File: config.mk
export PLATFORM = sky130hd
export DESIGN_NAME = kts_alu
export DESIGN_NICKNAME = d
export VERILOG_FILES = /design/src/sv/kts_pkg.sv /design/src/sv/kts_alu.sv
export SDC_FILE = /design/constraint.sdc
export NUM_CORES = 1
export LEC_CHECK = 0
export BUFFER_PORTS_ARGS = -buffer_cell sky130_fd_sc_hd__buf_2
export CAP_MARGIN = 15
export CORE_UTILIZATION = 60
export CTS_BUF_LIST = sky130_fd_sc_hd__clkbuf_2
export DETAILED_ROUTE_END_ITERATION = 7
export HOLD_SLACK_MARGIN = 0.02
export PLACE_DENSITY = 0.79
export SYNTH_ARGS = -nofsm -noshare
export SYNTH_HDL_FRONTEND = slang
export SYNTH_SLANG_ARGS = --single-unit
export TNS_END_PERCENT = 30
File: constraint.sdc
create_clock -name i_clk -period 8.05 [get_ports i_clk]
set_input_delay 1.61 -clock i_clk [delete_from_list [all_inputs] [get_ports i_clk]]
set_output_delay 1.61 -clock i_clk [all_outputs]
set_load 0.02 [all_outputs]
File: src/sv/kts_pkg.sv
// ----------------------------------------------------------------------------
// kts_pkg
// Types, codes and sizes shared by the keyframe track sampler modules.
// ----------------------------------------------------------------------------
package kts_pkg;

    localparam int MAX_KEYS = 64;
    localparam int KEY_AW   = $clog2(MAX_KEYS);
    localparam int CNT_W    = $clog2(MAX_KEYS + 1);

    localparam logic [1:0] OP_CLEAR  = 2'd0;
    localparam logic [1:0] OP_APPEND = 2'd1;
    localparam logic [1:0] OP_SAMPLE = 2'd2;
    localparam logic [1:0] OP_NOP    = 2'd3;

    localparam logic [2:0] KIND_CONSTANT    = 3'd0;
    localparam logic [2:0] KIND_LINEAR      = 3'd1;
    localparam logic [2:0] KIND_SPLINE_ZERO = 3'd2;
    localparam logic [2:0] KIND_SPLINE      = 3'd3;
    localparam logic [2:0] KIND_SLOPE       = 3'd4;
    localparam logic [2:0] KIND_KEY         = 3'd5;
    localparam logic [2:0] KIND_BAD         = 3'd7;

    localparam logic [1:0] STAT_OK      = 2'd0;
    localparam logic [1:0] STAT_BADKIND = 2'd1;
    localparam logic [1:0] STAT_FULL    = 2'd2;

    typedef struct packed {
        logic [1:0]         opcode;
        logic [2:0]         key_kind;
        logic signed [31:0] key_frame;
        logic signed [31:0] key_value;
        logic signed [31:0] key_tangent;
        logic signed [31:0] query_frame;
    } t_in;

    typedef struct packed {
        logic signed [31:0] sample_value;
        logic [1:0]         status;
    } t_out;

    typedef struct packed {
        logic [2:0]  kind;
        logic [31:0] frame;
        logic [31:0] value;
        logic [31:0] tangent;
    } t_key;

    typedef enum logic [0:0] {
        ALU_MUL = 1'b0,
        ALU_DIV = 1'b1
    } t_alu_op;

    typedef struct packed {
        logic    go;
        t_alu_op op;
    } t_alu_req;

endpackage

File: src/sv/kts_alu.sv
// ----------------------------------------------------------------------------
// kts_alu
// Shared serial unit: shift-add multiply (64-bit wrapped product, stops when
// the multiplier runs out of ones) and 64 by 33 bit restoring divide.
// ----------------------------------------------------------------------------
module kts_alu
    import kts_pkg::*;
(
    input  logic        i_clk,
    input  logic        i_rst_n,
    input  t_alu_req    i_req,
    input  logic [63:0] i_a,
    input  logic [63:0] i_b,
    output logic [63:0] o_res,
    output logic        o_done
);

    logic        r_busy;
    logic        r_done;
    t_alu_op     r_op;
    logic [63:0] r_a;
    logic [63:0] r_b;
    logic [63:0] r_acc;
    logic [5:0]  r_cnt;

    logic [33:0] div_t;
    logic [33:0] div_d;
    logic        div_ge;
    logic [33:0] div_r;

    assign div_t  = {r_acc[32:0], r_a[63]};
    assign div_d  = {1'b0, r_b[32:0]};
    assign div_ge = (div_t >= div_d);
    assign div_r  = div_t - div_d;

    always_ff @(posedge i_clk) begin
        if (!i_rst_n) begin
            r_busy <= 1'b0;
            r_done <= 1'b0;
        end else begin
            r_done <= 1'b0;
            if (i_req.go) begin
                r_busy <= 1'b1;
            end else if (r_busy) begin
                if (r_op == ALU_MUL) begin
                    if (r_b == 64'd0) begin
                        r_busy <= 1'b0;
                        r_done <= 1'b1;
                    end
                end else if (r_cnt == 6'd63) begin
                    r_busy <= 1'b0;
                    r_done <= 1'b1;
                end
            end
        end
    end

    always_ff @(posedge i_clk) begin
        if (i_req.go) begin
            r_op  <= i_req.op;
            r_a   <= i_a;
            r_b   <= i_b;
            r_acc <= 64'd0;
            r_cnt <= 6'd0;
        end else if (r_busy) begin
            if (r_op == ALU_MUL) begin
                if (r_b != 64'd0) begin
                    if (r_b[0]) begin
                        r_acc <= r_acc + r_a;
                    end
                    r_a <= {r_a[62:0], 1'b0};
                    r_b <= {1'b0, r_b[63:1]};
                end
            end else begin
                // quotient bits shift into the dividend register
                r_acc <= {31'd0, div_ge ? div_r[32:0] : div_t[32:0]};
                r_a   <= {r_a[62:0], div_ge};
                r_cnt <= r_cnt + 6'd1;
            end
        end
    end

    assign o_res  = (r_op == ALU_DIV) ? r_a : r_acc;
    assign o_done = r_done;

endmodule

==> impl_results.md <==
- Setup Skew: 102 ps
- Post-synth EDFFs: 129
- Critical Path AT: 5200 ps
- Fmax: 0.224 GHz
- H-tree Lvls: 2
- Area of the multi-input gates: 9060 um^2
- Tcrit/Tclk final: 55.4%
- Syn_nets: 1866
- CTS tree: yes
- Final setup viols: 0
- Worst hold start: r_acc[37]$_SDFFE_PP0P_
- First drt pass iteration count: 5
- Total clock sinks: 201
- Post-layout min period: 4460 ps
- Status: finished clean
- Critical path launch point type: flip-flop
- Via/cell ratio: 6.19
- Synth Register Bits: between 200 and 250
- Largest net degree at the start of global routing: 98
- Row cnt: 57
- Post-DR wirelength/cell: 19.3 um
- Initial antenna violation count: 1
- Share of cells above drive strength 1: 25.9%
- Power Density: a little over 200 nW/um^2
- Most used cell along the critical path: o21ai_1
- Seq. cell area: 5320 um^2
- IO buf count: ~200
- Cts bufs inserted: 54
- Hold path depth: 2
- Syn Inst Count: 1635
- Grt met1 use: between 40% and 50%
- Critical R2R Capture: r_acc[60]$_SDFFE_PP0P_
- Hold Path End: r_acc[37]$_SDFFE_PP0P_
- Worst slew pin tran: 1090 ps
- Max Cap Viol: 0
- Clock Path Buffers: 3
- Synth warn: 0
- Clock transition at the registers of the reported paths: 110 ps
- R2R Setup Slk: between 3000 and 4000 ps
- Final core occ: about two thirds
- Critical Path RT: 8800 ps
- Worst-Skew Late Latency: 880 ps
- CTS Hold Bufs: 0
- First-pass GRT wire length: about 66000 um
- Post-route cell area: 16600 um^2
- Synth Flop Type: edfxtp_1
- Die footprint: around 26000 um^2
- Syn_area_per_cell: 9.14 um^2
- DRT antenna net count: 0
- Dpl cell area: 16100 um^2
- Total grt overflow: 0
- Core Area: between 20000 and 25000 um^2
- Number of global-route vias before repair: 12600
- Via count: between 10000 and 15000
- Gr busiest metal: met1
- CP Launch Point: r_a[0]$_DFFE_PP_
- Critical path's largest stage delay: 760 ps
- Gpl congestion: 0.939
- Critical-path top delay cell: a311oi_1
- Die width: 160 um
- Cell variety after synth: 75
- Total GRT Usage: 32.2%
- Max-slew violations: 0
- Worst vdd ir: 0.135 mV
- Die height: 160 um
- Worst Setup End Kind: flip-flop
- Final WL: 41900 um
- FFs w/ async S/R, synth: 0%
- DRC: 0
- Relative slew slack: 27.2%
- Grt met2 use: 47.3%
- Nets: between 2000 and 2500
- Syn Std Cell Area: around 15000 um^2
- CP max FO: 5
- Layout overhead on the synthesized area: 11.1%
- # IOs: 197
- Tot Pwr: 3.38 mW
- CP Cell Sequence: ha_1 -> fa_1 -> a21oi_1 -> o211ai_1 -> a221oi_4 -> o21ai_1 -> a311oi_1 -> o31a_1 -> o21ai_1 -> a221oi_2 -> o21ai_0 -> a211o_1
- GR Util met3: 5.27%
- Initial Util: between 60% and 70%
- Root Buffer: clkbuf_2
- Register area share after synthesis: between 30% and 40%
- Final Hold Viols: 0
- Hold Crit Class: flip-flop to flip-flop
- Depth of the worst register-to-register path: 12
- Post-DP HPWL: 31000 um
- Starting DRT DRC Count: 1179
- Postcts setup bufs: 0
- PostCTS Resize Cnt: 0
- Fill cells: around 2000
- CP Class: flip-flop to flip-flop
- Fin Setup TNS: 0 ps
- Leakage: 7.19 nW
- Unrepaired setup endpoints after global routing: false
- Beginning of the worst register-to-register path: r_a[0]$_DFFE_PP_
## cells in the mapped netlist, types with 21 or more instances
cell	instances	area, um^2
nand2_1	185	694
o21bai_1	21	158
nand3_1	22	110
ha_1	97	1210
o21ai_0	139	696
inv_1	68	255
a21oi_1	137	686
a21o_1	47	353
xor2_1	37	324
nand4_1	31	194
nor4_1	25	156
xnor2_1	49	429
clkbuf_1	73	274
nor2_1	86	323
dfxtp_1	72	1440
mux2_2	157	1770
edfxtp_1	129	3870
## kinds of logic after synthesis
group / Yosys count / share of synthesized area [%]
flops: 201 / 35.5
compound gates: 496 / 21.2
mux: 165 / 12.4
buf+inv: 159 / 4.05
simple gates: 429 / 13.4
xor+xnor: 86 / 5.04
fa+ha+maj: 99 / 8.38
## power by group
| part | switching, mW | internal [mW] | leakage [nW] |
|---|---|---|---|
| combinational | 0.784 | 0.523 | 4.92 |
| clock | 0.451 | 0.284 | 0.386 |
| sequential | 0.113 | 1.22 | 1.88 |
| total | 1.35 | 2.03 | 7.19 |
## critical path: cells and delay by family, from the launching register on
kind / cells / cell delay [ps]
AO/OA/AOI/OAI: 10 / 3200
adder cells (fa/ha/maj): 2 / 700
flip-flops: 1 / 450
## placed cells by master (no fill, tap or decap), types with 49 or more instances in the layout
cell | synthesis | final
a21oi_1 | 137 | 137
buf_2 | 7 | 195
clkbuf_2 | 0 | 88
dfxtp_1 | 72 | 72
edfxtp_1 | 129 | 129
ha_1 | 97 | 97
inv_1 | 68 | 68
mux2_2 | 157 | 157
nand2_1 | 185 | 184
nor2_1 | 86 | 86
o21ai_0 | 139 | 138
xnor2_1 | 49 | 49
## state kept, by name, indices dropped and copies added, names as in the netlist
signal  count
r_a        64
o_done      1
r_b        64
r_busy      1
r_cnt       6
r_op        1
r_acc      64
## through the flow
step | worst slack, ps | hold slack, ps | instances
after global placement | 3890 | 459 | 2078
after floorplan | 1700 | 446 | 1635
after global routing | 3500 | 504 | 2178
final | 3590 | 478 | 2178
after detailed placement | 3710 | 469 | 2078
after CTS | 3700 | 485 | 2176
## area by class of cell
| cell class | count | share of cell area (%) |
|---|---|---|
| repair buffers | 209 | 6.53 |
| well taps | 324 | 2.44 |
| clock buffers | 88 | 2.65 |
| flip-flops and latches | 201 | 32.0 |
| clock inverters | 10 | 0.241 |
| diodes | 2 | 0.0301 |
| inverters | 69 | 1.56 |
| multi-input cells | 1275 | 54.6 |
## routing by layer
layer	share of wire [%]	vias up
li1	-	6473
met1	46	6292
met2	42	644
met3	9.0	68
met4	2.4	0
met5	0	-
## how the worst max path moves through the flow
stage / end
2_1_floorplan: r_b[0]$_DFFE_PP_
4_1_cts: r_acc[60]$_SDFFE_PP0P_
5_1_grt: r_acc[60]$_SDFFE_PP0P_
6_report: r_acc[60]$_SDFFE_PP0P_
3_3_place_gp: r_a[25]$_DFFE_PP_
3_5_place_dp: r_acc[60]$_SDFFE_PP0P_
Power figures use the tool's default switching activity.
